`src/sv/mmts_pkg.sv`:
```
// ----------------------------------------------------------------------------
// mmts_pkg
// shared types, constants and helpers of the march memory test sequencer
// ----------------------------------------------------------------------------
package mmts_pkg;

    localparam int INDEX_BITS = 24;
    localparam int ADDR_W     = 32;
    localparam int DATA_W     = 32;
    localparam int WCOUNT_W   = 25;
    localparam int PHASE_W    = 3;
    localparam int CFG_IDX_W  = 2;
    localparam int QUEUE_DEPTH = 2;
    localparam int QPTR_W     = $clog2(QUEUE_DEPTH);
    localparam int QCNT_W     = $clog2(QUEUE_DEPTH + 1);

    localparam logic [CFG_IDX_W-1:0] CFG_BASE_ADDRESS = 2'd0;
    localparam logic [CFG_IDX_W-1:0] CFG_WORD_COUNT   = 2'd1;

    localparam logic [PHASE_W-1:0] PH_WRITE_ZERO   = 3'd0;
    localparam logic [PHASE_W-1:0] PH_ZERO_TO_ONES = 3'd1;
    localparam logic [PHASE_W-1:0] PH_ONES_TO_PAT  = 3'd2;
    localparam logic [PHASE_W-1:0] PH_PAT_TO_INV   = 3'd3;
    localparam logic [PHASE_W-1:0] PH_INV_TO_ZERO  = 3'd4;
    localparam logic [PHASE_W-1:0] PH_READ_ZERO    = 3'd5;

    localparam logic [DATA_W-1:0] MIX_MUL_A = 32'h9E3779B9;
    localparam logic [DATA_W-1:0] MIX_MUL_B = 32'h7FEB352D;
    localparam logic [DATA_W-1:0] MIX_XOR   = 32'hA5A55A5A;
    localparam logic [DATA_W-1:0] ALL_ONES  = 32'hFFFFFFFF;

    typedef enum logic {
        KIND_STEP,
        KIND_START
    } item_kind_t;

    typedef struct packed {
        item_kind_t        kind;
        logic [DATA_W-1:0] read_data;
    } item_t;

    typedef struct packed {
        logic full;
        logic empty;
    } q_status_t;

    typedef struct packed {
        logic [ADDR_W-1:0]   base_address;
        logic [WCOUNT_W-1:0] word_count;
    } cfg_t;

    typedef struct packed {
        logic [ADDR_W-1:0]  mem_address;
        logic [DATA_W-1:0]  write_data;
        logic               write_enable;
        logic               checked;
        logic               fail;
        logic [DATA_W-1:0]  expected;
        logic [DATA_W-1:0]  actual;
        logic [PHASE_W-1:0] phase;
        logic               done_res;
        logic [ADDR_W-1:0]  next_address;
    } result_t;

    typedef enum logic [1:0] {
        BK_IDLE,
        BK_MUL,
        BK_COMMIT
    } bk_state_t;

    // index of the last word of the region, after the zero and size limits
    function automatic logic [INDEX_BITS-1:0] last_index(input logic [WCOUNT_W-1:0] wc);
        logic [ADDR_W:0] wide;
        logic [ADDR_W:0] limit;
        wide  = (ADDR_W + 1)'(wc);
        limit = (ADDR_W + 1)'(1) << INDEX_BITS;
        if (wc == '0)
            return '0;
        else if (wide > limit)
            return '1;
        else
            return INDEX_BITS'(wide - (ADDR_W + 1)'(1));
    endfunction

    function automatic logic [ADDR_W-1:0] word_addr(input logic [ADDR_W-1:0] base,
                                                    input logic [INDEX_BITS-1:0] idx);
        logic [ADDR_W-1:0] off;
        off = ADDR_W'(idx) << 2;
        return {base[ADDR_W-1:2], 2'b00} + off;
    endfunction

endpackage

```
`src/sv/mmts_front.sv`:
```
// ----------------------------------------------------------------------------
// mmts_front
// input register: takes items, tags start or step, hands them to the queue
// ----------------------------------------------------------------------------
module mmts_front
(
    input  logic                       clk,
    input  logic                       rst_n,
    input  logic                       in_valid,
    output logic                       in_stall,
    input  logic                       mode,
    input  logic [mmts_pkg::DATA_W-1:0] read_data,
    input  mmts_pkg::q_status_t        q_status,
    output logic                       push,
    output mmts_pkg::item_t            push_item
);
    import mmts_pkg::*;

    logic  hold_valid_reg;
    logic  hold_valid_next;
    item_t hold_item_reg;
    logic  accept;

    assign push     = hold_valid_reg && !q_status.full;
    assign in_stall = hold_valid_reg && q_status.full;
    assign accept   = in_valid && !in_stall;
    assign push_item = hold_item_reg;

    always_comb
    begin
        hold_valid_next = hold_valid_reg;
        if (accept)
            hold_valid_next = 1'b1;
        else if (push)
            hold_valid_next = 1'b0;
    end

    always_ff @(posedge clk or negedge rst_n)
    begin
        if (!rst_n)
            hold_valid_reg <= 1'b0;
        else
            hold_valid_reg <= hold_valid_next;
    end

    always_ff @(posedge clk)
    begin
        if (accept)
        begin
            hold_item_reg.kind      <= mode ? KIND_START : KIND_STEP;
            hold_item_reg.read_data <= read_data;
        end
    end

endmodule

```
`src/sv/mmts_queue.sv`:
```
// ----------------------------------------------------------------------------
// mmts_queue
// short fifo between the front register and the march sequencer
// ----------------------------------------------------------------------------
module mmts_queue
(
    input  logic                clk,
    input  logic                rst_n,
    input  logic                push,
    input  mmts_pkg::item_t     push_item,
    input  logic                pop,
    output mmts_pkg::item_t     pop_item,
    output mmts_pkg::q_status_t q_status
);
    import mmts_pkg::*;

    item_t               slot_reg [QUEUE_DEPTH];
    logic [QPTR_W-1:0]   wr_ptr_reg;
    logic [QPTR_W-1:0]   rd_ptr_reg;
    logic [QCNT_W-1:0]   count_reg;
    logic [QCNT_W-1:0]   count_next;

    assign q_status.full  = (count_reg == QCNT_W'(QUEUE_DEPTH));
    assign q_status.empty = (count_reg == '0);
    assign pop_item       = slot_reg[rd_ptr_reg];

    always_comb
    begin
        count_next = count_reg;
        if (push && !pop)
            count_next = count_reg + 1'b1;
        else if (pop && !push)
            count_next = count_reg - 1'b1;
    end

    always_ff @(posedge clk or negedge rst_n)
    begin
        if (!rst_n)
        begin
            wr_ptr_reg <= '0;
            rd_ptr_reg <= '0;
            count_reg  <= '0;
        end
        else
        begin
            if (push)
                wr_ptr_reg <= (wr_ptr_reg == QPTR_W'(QUEUE_DEPTH - 1)) ? '0 : wr_ptr_reg + 1'b1;
            if (pop)
                rd_ptr_reg <= (rd_ptr_reg == QPTR_W'(QUEUE_DEPTH - 1)) ? '0 : rd_ptr_reg + 1'b1;
            count_reg <= count_next;
        end
    end

    always_ff @(posedge clk)
    begin
        if (push)
            slot_reg[wr_ptr_reg] <= push_item;
    end

`ifndef SYNTHESIS
    a_no_overflow: assert property (@(posedge clk) disable iff (!rst_n)
        q_status.full |-> !push || pop)
        else $error("queue written while full");
    a_no_underflow: assert property (@(posedge clk) disable iff (!rst_n)
        q_status.empty |-> !pop)
        else $error("queue read while empty");
`endif

endmodule

```
`src/sv/mmts_back.sv`:
```
// ----------------------------------------------------------------------------
// mmts_back
// march sequencer: per item computes address and hash, checks, updates state
// ----------------------------------------------------------------------------
module mmts_back
(
    input  logic                clk,
    input  logic                rst_n,
    input  mmts_pkg::cfg_t      cfg,
    input  mmts_pkg::q_status_t q_status,
    input  mmts_pkg::item_t     pop_item,
    output logic                pop,
    output logic                out_valid,
    input  logic                out_stall,
    output mmts_pkg::result_t   result
);
    import mmts_pkg::*;

    bk_state_t              state_reg;
    bk_state_t              state_next;
    item_t                  item_reg;
    logic [ADDR_W-1:0]      addr_reg;
    logic [DATA_W-1:0]      iprod_reg;
    logic [DATA_W-1:0]      prod_reg;

    logic [PHASE_W-1:0]     current_phase_reg;
    logic [PHASE_W-1:0]     current_phase_next;
    logic [INDEX_BITS-1:0]  word_index_reg;
    logic [INDEX_BITS-1:0]  word_index_next;
    logic                   running_reg;
    logic                   running_next;
    logic                   failed_reg;
    logic                   failed_next;
    logic                   finished_reg;
    logic                   finished_next;

    logic                   out_valid_reg;
    result_t                result_reg;
    result_t                res;
    logic                   load;
    logic                   commit;

    logic [INDEX_BITS-1:0]  last_idx;
    logic [INDEX_BITS-1:0]  idx;
    logic [PHASE_W-1:0]     ph;
    logic [DATA_W-1:0]      mix;
    logic [DATA_W-1:0]      hash;
    logic [DATA_W-1:0]      exp_val;
    logic [DATA_W-1:0]      wdata;
    logic                   we;
    logic                   chk;
    logic                   up;
    logic                   mismatch;
    logic                   last;

    assign last_idx = last_index(cfg.word_count);
    assign idx      = (word_index_reg > last_idx) ? last_idx : word_index_reg;
    assign ph       = (current_phase_reg > PH_READ_ZERO) ? PH_READ_ZERO : current_phase_reg;
    assign mix      = addr_reg ^ iprod_reg;
    assign hash     = prod_reg ^ (prod_reg >> 15) ^ MIX_XOR;
    assign up       = (ph != PH_PAT_TO_INV) && (ph != PH_INV_TO_ZERO);

    // next state
    always_comb
    begin
        state_next = state_reg;
        unique case (state_reg)
            BK_IDLE:
                if (!q_status.empty)
                    state_next = BK_MUL;
            BK_MUL:
                state_next = BK_COMMIT;
            BK_COMMIT:
                if (!out_valid_reg || !out_stall)
                    state_next = BK_IDLE;
            default:
                state_next = BK_IDLE;
        endcase
    end

    // state machine outputs
    always_comb
    begin
        pop    = 1'b0;
        commit = 1'b0;
        unique case (state_reg)
            BK_IDLE:   pop = !q_status.empty;
            BK_MUL:    pop = 1'b0;
            BK_COMMIT: commit = !out_valid_reg || !out_stall;
            default:   pop = 1'b0;
        endcase
    end

    assign load = commit;

    // step decode and march state update
    always_comb
    begin
        exp_val  = '0;
        wdata    = '0;
        we       = 1'b0;
        chk      = 1'b0;
        unique case (ph)
            PH_WRITE_ZERO:   we = 1'b1;
            PH_ZERO_TO_ONES: begin chk = 1'b1; wdata = ALL_ONES; we = 1'b1; end
            PH_ONES_TO_PAT:  begin chk = 1'b1; exp_val = ALL_ONES; wdata = hash; we = 1'b1; end
            PH_PAT_TO_INV:   begin chk = 1'b1; exp_val = hash; wdata = ~hash; we = 1'b1; end
            PH_INV_TO_ZERO:  begin chk = 1'b1; exp_val = ~hash; we = 1'b1; end
            default:         chk = 1'b1;
        endcase
        mismatch = chk && (item_reg.read_data != exp_val);
        last     = up ? (idx == last_idx) : (idx == '0);

        current_phase_next = current_phase_reg;
        word_index_next    = word_index_reg;
        running_next       = running_reg;
        failed_next        = failed_reg;
        finished_next      = finished_reg;
        res                = '0;

        if (item_reg.kind == KIND_START)
        begin
            running_next       = 1'b1;
            failed_next        = 1'b0;
            finished_next      = 1'b0;
            current_phase_next = PH_WRITE_ZERO;
            word_index_next    = '0;
            res.phase          = PH_WRITE_ZERO;
            res.next_address   = word_addr(cfg.base_address, '0);
        end
        else if (!running_reg)
        begin
            res.phase = current_phase_reg;
        end
        else
        begin
            res.mem_address = addr_reg;
            res.phase       = ph;
            res.checked     = chk;
            if (chk)
            begin
                res.expected = exp_val;
                res.actual   = item_reg.read_data;
            end
            if (mismatch)
            begin
                failed_next        = 1'b1;
                running_next       = 1'b0;
                current_phase_next = ph;
                word_index_next    = idx;
            end
            else
            begin
                res.write_enable = we;
                res.write_data   = we ? wdata : '0;
                if (!last)
                begin
                    word_index_next    = up ? idx + 1'b1 : idx - 1'b1;
                    current_phase_next = ph;
                end
                else if (ph == PH_READ_ZERO)
                begin
                    finished_next      = 1'b1;
                    running_next       = 1'b0;
                    current_phase_next = PH_READ_ZERO;
                    word_index_next    = idx;
                end
                else
                begin
                    current_phase_next = ph + 1'b1;
                    // the pattern phase hands over at the top end for the downward pass
                    word_index_next    = (ph == PH_ONES_TO_PAT) ? last_idx : '0;
                end
                if (running_next)
                    res.next_address = word_addr(cfg.base_address, word_index_next);
            end
        end
        res.fail     = failed_next;
        res.done_res = finished_next;
    end

    always_ff @(posedge clk or negedge rst_n)
    begin
        if (!rst_n)
        begin
            state_reg         <= BK_IDLE;
            current_phase_reg <= '0;
            word_index_reg    <= '0;
            running_reg       <= 1'b0;
            failed_reg        <= 1'b0;
            finished_reg      <= 1'b0;
            out_valid_reg     <= 1'b0;
        end
        else
        begin
            state_reg <= state_next;
            if (commit)
            begin
                current_phase_reg <= current_phase_next;
                word_index_reg    <= word_index_next;
                running_reg       <= running_next;
                failed_reg        <= failed_next;
                finished_reg      <= finished_next;
            end
            if (load)
                out_valid_reg <= 1'b1;
            else if (!out_stall)
                out_valid_reg <= 1'b0;
        end
    end

    // datapath: first stage address and index product, second the hash multiply
    always_ff @(posedge clk)
    begin
        if (pop)
        begin
            item_reg  <= pop_item;
            addr_reg  <= word_addr(cfg.base_address, idx);
            iprod_reg <= DATA_W'(DATA_W'(idx) * MIX_MUL_A);
        end
        if (state_reg == BK_MUL)
            prod_reg <= DATA_W'((mix ^ (mix >> 16)) * MIX_MUL_B);
        if (load)
            result_reg <= res;
    end

    assign out_valid = out_valid_reg;
    assign result    = result_reg;

`ifndef SYNTHESIS
    a_write_only_on_match: assert property (@(posedge clk) disable iff (!rst_n)
        out_valid && result.write_enable && result.checked |-> result.expected == result.actual)
        else $error("write issued on a mismatching word");
    a_fail_done_exclusive: assert property (@(posedge clk) disable iff (!rst_n)
        !(failed_reg && finished_reg))
        else $error("march both failed and finished");
    a_running_clean: assert property (@(posedge clk) disable iff (!rst_n)
        running_reg |-> !failed_reg && !finished_reg)
        else $error("march running after an end condition");
    a_phase_range: assert property (@(posedge clk) disable iff (!rst_n)
        out_valid |-> result.phase <= PH_READ_ZERO)
        else $error("reported phase out of range");
`endif

endmodule

```
`src/sv/march_memory_test_sequencer_top.sv`:
```
// ----------------------------------------------------------------------------
// march_memory_test_sequencer_top
// six-phase march memory self-test sequencer with register port
// ----------------------------------------------------------------------------
// Items enter an input register, pass a two-entry queue and are carried out
// one at a time by the march sequencer, which takes each through these steps:
// one for the word address and the index product, one for the hash multiply,
// one to check the read word, update the march and load the output register.
// The last step waits while the output register holds a stalled result, and a
// new item is taken from the queue only once the previous one is committed.
// Every item, start or step, gives exactly one result. Registers are written
// through the cfg port, which is always ready, and should only change while
// no item is in flight.
module march_memory_test_sequencer_top
(
    input  logic                           clk,
    input  logic                           rst_n,
    input  logic                           cfg_valid,
    output logic                           cfg_ready,
    input  logic [mmts_pkg::CFG_IDX_W-1:0] cfg_index,
    input  logic [mmts_pkg::DATA_W-1:0]    cfg_data,
    input  logic                           in_valid,
    output logic                           in_stall,
    input  logic                           mode,
    input  logic [mmts_pkg::DATA_W-1:0]    read_data,
    output logic                           out_valid,
    input  logic                           out_stall,
    output logic [mmts_pkg::ADDR_W-1:0]    mem_address,
    output logic [mmts_pkg::DATA_W-1:0]    write_data,
    output logic                           write_enable,
    output logic                           checked,
    output logic                           fail,
    output logic [mmts_pkg::DATA_W-1:0]    expected,
    output logic [mmts_pkg::DATA_W-1:0]    actual,
    output logic [mmts_pkg::PHASE_W-1:0]   phase,
    output logic                           done_res,
    output logic [mmts_pkg::ADDR_W-1:0]    next_address
);
    import mmts_pkg::*;

    cfg_t      cfg_reg;
    q_status_t q_status;
    logic      push;
    item_t     push_item;
    logic      pop;
    item_t     pop_item;
    result_t   result;

    assign cfg_ready = 1'b1;

    always_ff @(posedge clk or negedge rst_n)
    begin
        if (!rst_n)
        begin
            cfg_reg.base_address <= '0;
            cfg_reg.word_count   <= WCOUNT_W'(1);
        end
        else if (cfg_valid && cfg_ready)
        begin
            case (cfg_index)
                CFG_BASE_ADDRESS: cfg_reg.base_address <= cfg_data;
                CFG_WORD_COUNT:   cfg_reg.word_count   <= cfg_data[WCOUNT_W-1:0];
                default:          ;
            endcase
        end
    end

    mmts_front u_front
    (
        .clk       (clk),
        .rst_n     (rst_n),
        .in_valid  (in_valid),
        .in_stall  (in_stall),
        .mode      (mode),
        .read_data (read_data),
        .q_status  (q_status),
        .push      (push),
        .push_item (push_item)
    );

    mmts_queue u_queue
    (
        .clk       (clk),
        .rst_n     (rst_n),
        .push      (push),
        .push_item (push_item),
        .pop       (pop),
        .pop_item  (pop_item),
        .q_status  (q_status)
    );

    mmts_back u_back
    (
        .clk       (clk),
        .rst_n     (rst_n),
        .cfg       (cfg_reg),
        .q_status  (q_status),
        .pop_item  (pop_item),
        .pop       (pop),
        .out_valid (out_valid),
        .out_stall (out_stall),
        .result    (result)
    );

    assign mem_address  = result.mem_address;
    assign write_data   = result.write_data;
    assign write_enable = result.write_enable;
    assign checked      = result.checked;
    assign fail         = result.fail;
    assign expected     = result.expected;
    assign actual       = result.actual;
    assign phase        = result.phase;
    assign done_res     = result.done_res;
    assign next_address = result.next_address;

endmodule

```
`config.mk`:
```
export PLATFORM = sky130hd
export DESIGN_NAME = march_memory_test_sequencer_top
export DESIGN_NICKNAME = d
export VERILOG_FILES = /design/src/sv/mmts_pkg.sv /design/src/sv/mmts_front.sv /design/src/sv/mmts_queue.sv /design/src/sv/mmts_back.sv /design/src/sv/march_memory_test_sequencer_top.sv
export SDC_FILE = /design/constraint.sdc
export NUM_CORES = 2
export LEC_CHECK = 0
export ABC_CLOCK_PERIOD_IN_PS = 15900
export BUFFER_PORTS_ARGS = -buffer_cell sky130_fd_sc_hd__buf_2
export CORE_MARGIN = 4
export CORE_UTILIZATION = 50
export CTS_CLUSTER_DIAMETER = 30
export DETAILED_ROUTE_END_ITERATION = 8
export GPL_TIMING_DRIVEN = 0
export PLACE_DENSITY = 0.79
export SYNTH_ARGS = -nofsm -noshare
export SYNTH_HDL_FRONTEND = slang
export SYNTH_SLANG_ARGS = --single-unit
```
`constraint.sdc`:
```
create_clock -name clk -period 15.9 [get_ports clk]
set_clock_uncertainty 0.1 [all_clocks]
set_input_delay 0 -clock clk [delete_from_list [all_inputs] [get_ports clk]]
set_output_delay 0 -clock clk [all_outputs]
set_load 0.02 [all_outputs]
```
==> impl_summary.log <==
INFO  metric maxSlewHeadroom = 2.98%
INFO  metric tritoncts_num_sinks = slightly below 500
INFO  metric ant_nets = 0
INFO  metric netlist-cell-type-count = between 90 and 100
INFO  metric gp_congestion = 1.01
INFO  metric synth-async-reset-ratio = around a fifth
INFO  metric post_route_cells_drive_above_1_share = around an eighth
INFO  metric clock_latency = 0.68 ns
INFO  metric mappedNetlistArea = about 42000 um^2
INFO  metric fin_nets = 5324
INFO  metric outcome = complete, no violations
INFO  metric design.die.area = 89500 um^2
INFO  metric die_height = ~300 um
INFO  metric worst_max_slew_pin_slew = between 1 and 1.5 ns
INFO  metric seq_cells_post_synth = 482
INFO  metric viasPerCell = 5.73
INFO  metric final.fill_count = 6723
INFO  metric ctsRootBufferMaster = clkbuf_16
INFO  metric setup.worst_path.class = reg2reg
INFO  metric synth_top_cell_area_share = 27.5%
INFO  metric postSynthAreaPerCell = ~11 um^2
INFO  metric grt_start_max_net_pins = 115
INFO  metric grt_first_pass_wirelength = 199 mm
INFO  metric critical_path_peak_fanout = 10
INFO  metric critical_path.endpoint_type = flip-flop
INFO  metric delay_of_the_slowest_cell_on_the_worst_path = roughly 0.73 ns
INFO  metric netlist_instances = 3965
INFO  metric layout_worst_path_cycle_share = 83.4%
INFO  metric arrival_time_worst_endpoint = 13.57 ns
INFO  metric hpwlAfterDp = 103 mm
INFO  metric initial_antenna_violation_count = 6
INFO  metric setup_viol = 0
INFO  metric fp-row-count = 106
INFO  metric worst-endpoint-required = 16.21 ns
INFO  metric routed_wirelength = 133 mm
INFO  metric timing.critical_path.mode_cell = fa_1
INFO  metric synth-seq-area-share = 33.0%
INFO  metric synth_top_cells_by_area = edfxtp_1, fa_1, ha_1
INFO  metric placed_cells_incl_taps = 5351
INFO  metric areaGrowthSynthToFinish = 16.5%
INFO  metric grt_pass1_vias = between 30000 and 40000
INFO  metric yosys_warnings = 0
INFO  metric bufs_on_longest_clock_path = 3
INFO  metric iteration_0_drc_markers = around 3200
INFO  metric unrepaired_setup_endpoints_after_global_routing = false
INFO  metric initial_core_util = 50.6%
INFO  metric post_dp_cell_area = between 40000 and 50000 um^2
INFO  metric gr-total-overflow = 0
INFO  metric drv_cap = 0
INFO  metric cts_tree = yes
INFO  metric layout.cells.most_common_list = inv_1, ha_1, fa_1
INFO  metric final_cells = 5621
INFO  metric worstHoldPathType = in2reg
INFO  metric layout.cells.most_common = inv_1
INFO  metric synth-edff-count = roughly 390
INFO  metric groute.usage.overall = 29.4%
INFO  metric hold_viol = 0
INFO  metric wl_per_cell = 23.7 um
INFO  metric yosysTopAreaCell = edfxtp_1
INFO  metric port-buffer-count = 236
INFO  metric htreeDepth = 3
INFO  metric number_of_flip_flops_in_the_largest_register = 163
INFO  metric setup.worst_path.start_class = flip-flop
INFO  metric count_of_tritonroute_iterations_in_the_first_routing_pass = 6
INFO  metric timing.setup.tns = 0 ns
INFO  metric top_level_ports = approximately 240
INFO  metric most_instantiated_flip_flop_cell_in_the_synthesis_netlist = edfxtp_1
INFO  metric achievable-frequency = 75.4 MHz
INFO  metric post-cts-setup-buffers = 0
INFO  metric cpMaxStageDelayCell = o21ai_0
INFO  metric report.final.slew_viol_count = 0
INFO  metric number_of_design_rule_violations_left_after_detail_routing = 0
INFO  metric fp.coreArea = 83800 um^2
INFO  metric post-route-min-period = 13.26 ns
INFO  metric stdcell_area = 49400 um^2
INFO  metric vias = about 32000
INFO  metric cts-buffers-inserted = 83
INFO  metric worst_setup_hold_path_clk_slew = 0.06 ns
INFO  metric die_x = 299 um
cells by family (layout without fill, tap and decap cells):
family / after synthesis / in the layout / synth area share, %
multiplexers: 113 / 113 / 3.01
flip-flops: 482 / 482 / 33.0
buffers and inverters: 827 / 1344 / 7.54
XOR/XNOR: 291 / 291 / 6.01
AND/OR/NAND/NOR: 729 / 729 / 8.52
AO/OA/AOI/OAI: 684 / 684 / 10.1
other: 2 / 7 / 0.0177
adder cells (fa/ha/maj): 837 / 837 / 31.8
metal layers:
metal  track usage (%)  vias to the layer above  wire (um)
li1                  -                    14300          -
met1              37.5                    15800      50600
met2              48.6                     1766      63200
met3              6.43                      393      12600
met4              12.8                        8       6530
met5                 0                        -         48
through the flow:
step / utilization (%) / hold slack, ns / setup slack, ns
6_report: 59.0 / 0.0243 / 2.64
5_1_grt: 58.9 / 0.0244 / 2.19
4_1_cts: 58.9 / 0.00670 / 2.97
3_5_place_dp: 54.0 / -0.101 / 2.98
3_3_place_gp: 53.7 / 0.0783 / 2.79
2_1_floorplan: - / -0.396 / 4.97
final cells by class:
class / count / area [um^2] / area share (%)
clock inverter: 66 / 843 / 1.71
antenna: 2 / 5.00 / 0.0101
multi-input combinational: 2659 / 25300 / 51.2
timing repair buffer: 363 / 2540 / 5.15
buffer: 128 / 574 / 1.16
tap: 1134 / 1420 / 2.87
inverter: 699 / 2630 / 5.33
sequential: 482 / 14000 / 28.4
clock buffer: 88 / 2110 / 4.26
path summary, 6_finish.rpt:
check | startpoint | endpoint | slack (ns) | cells after the start
max | cfg_reg[3] | u_back.iprod_reg[29] | 2.64 | 37
min | cfg_data[29] | cfg_reg[54] | 0.02 | 3
max reg2reg | cfg_reg[3] | u_back.iprod_reg[29] | 2.64 | 37
min reg2reg | u_front.push_item[6] | u_queue.slot_reg[1][6] | 0.34 | 0
max in group asynchronous | rst_n | u_front.hold_valid_reg | 14.94 | 4
min in group asynchronous | rst_n | cfg_reg[0] | 0.39 | 3
synthesized netlist by cell type (all sizes together) (18+ instances only):
cell    instances
inv           699
ha            436
fa            400
edfxtp        389
a21oi         234
nor2          212
xnor2         186
nand2         181
o21ai         163
xor2          105
mux2          101
clkbuf         98
dfrtp          92
and2           80
nor3           53
a21o           42
nand3          33
buf            30
o21a           30
nand2b         28
o22ai          28
a211oi         24
nor2b          22
nor4           21
a22oi          20
nand4          18
o211ai         18
or3            18
critical path: cells and delay by family, from the launching register on:
family,cells,cell delay (ns)
xor gates and xnor gates,2,0.52
and+or+nand+nor,10,2.96
AOI/OAI and AO/OA,8,3.10
adders and majority gates,9,3.82
DFF,1,0.54
buffers and inverters,8,1.94
repair_timing:
action,4_1_cts,5_1_grt
endpoints found under the setup margin,0,0
gates resized for setup,0,0
hold buffers,113,0
hold endpoints to repair,184,0
Power is left out: the tool's default activity adds up to more than one toggle a clock period on the data nets, which glitch-free logic cannot reach.
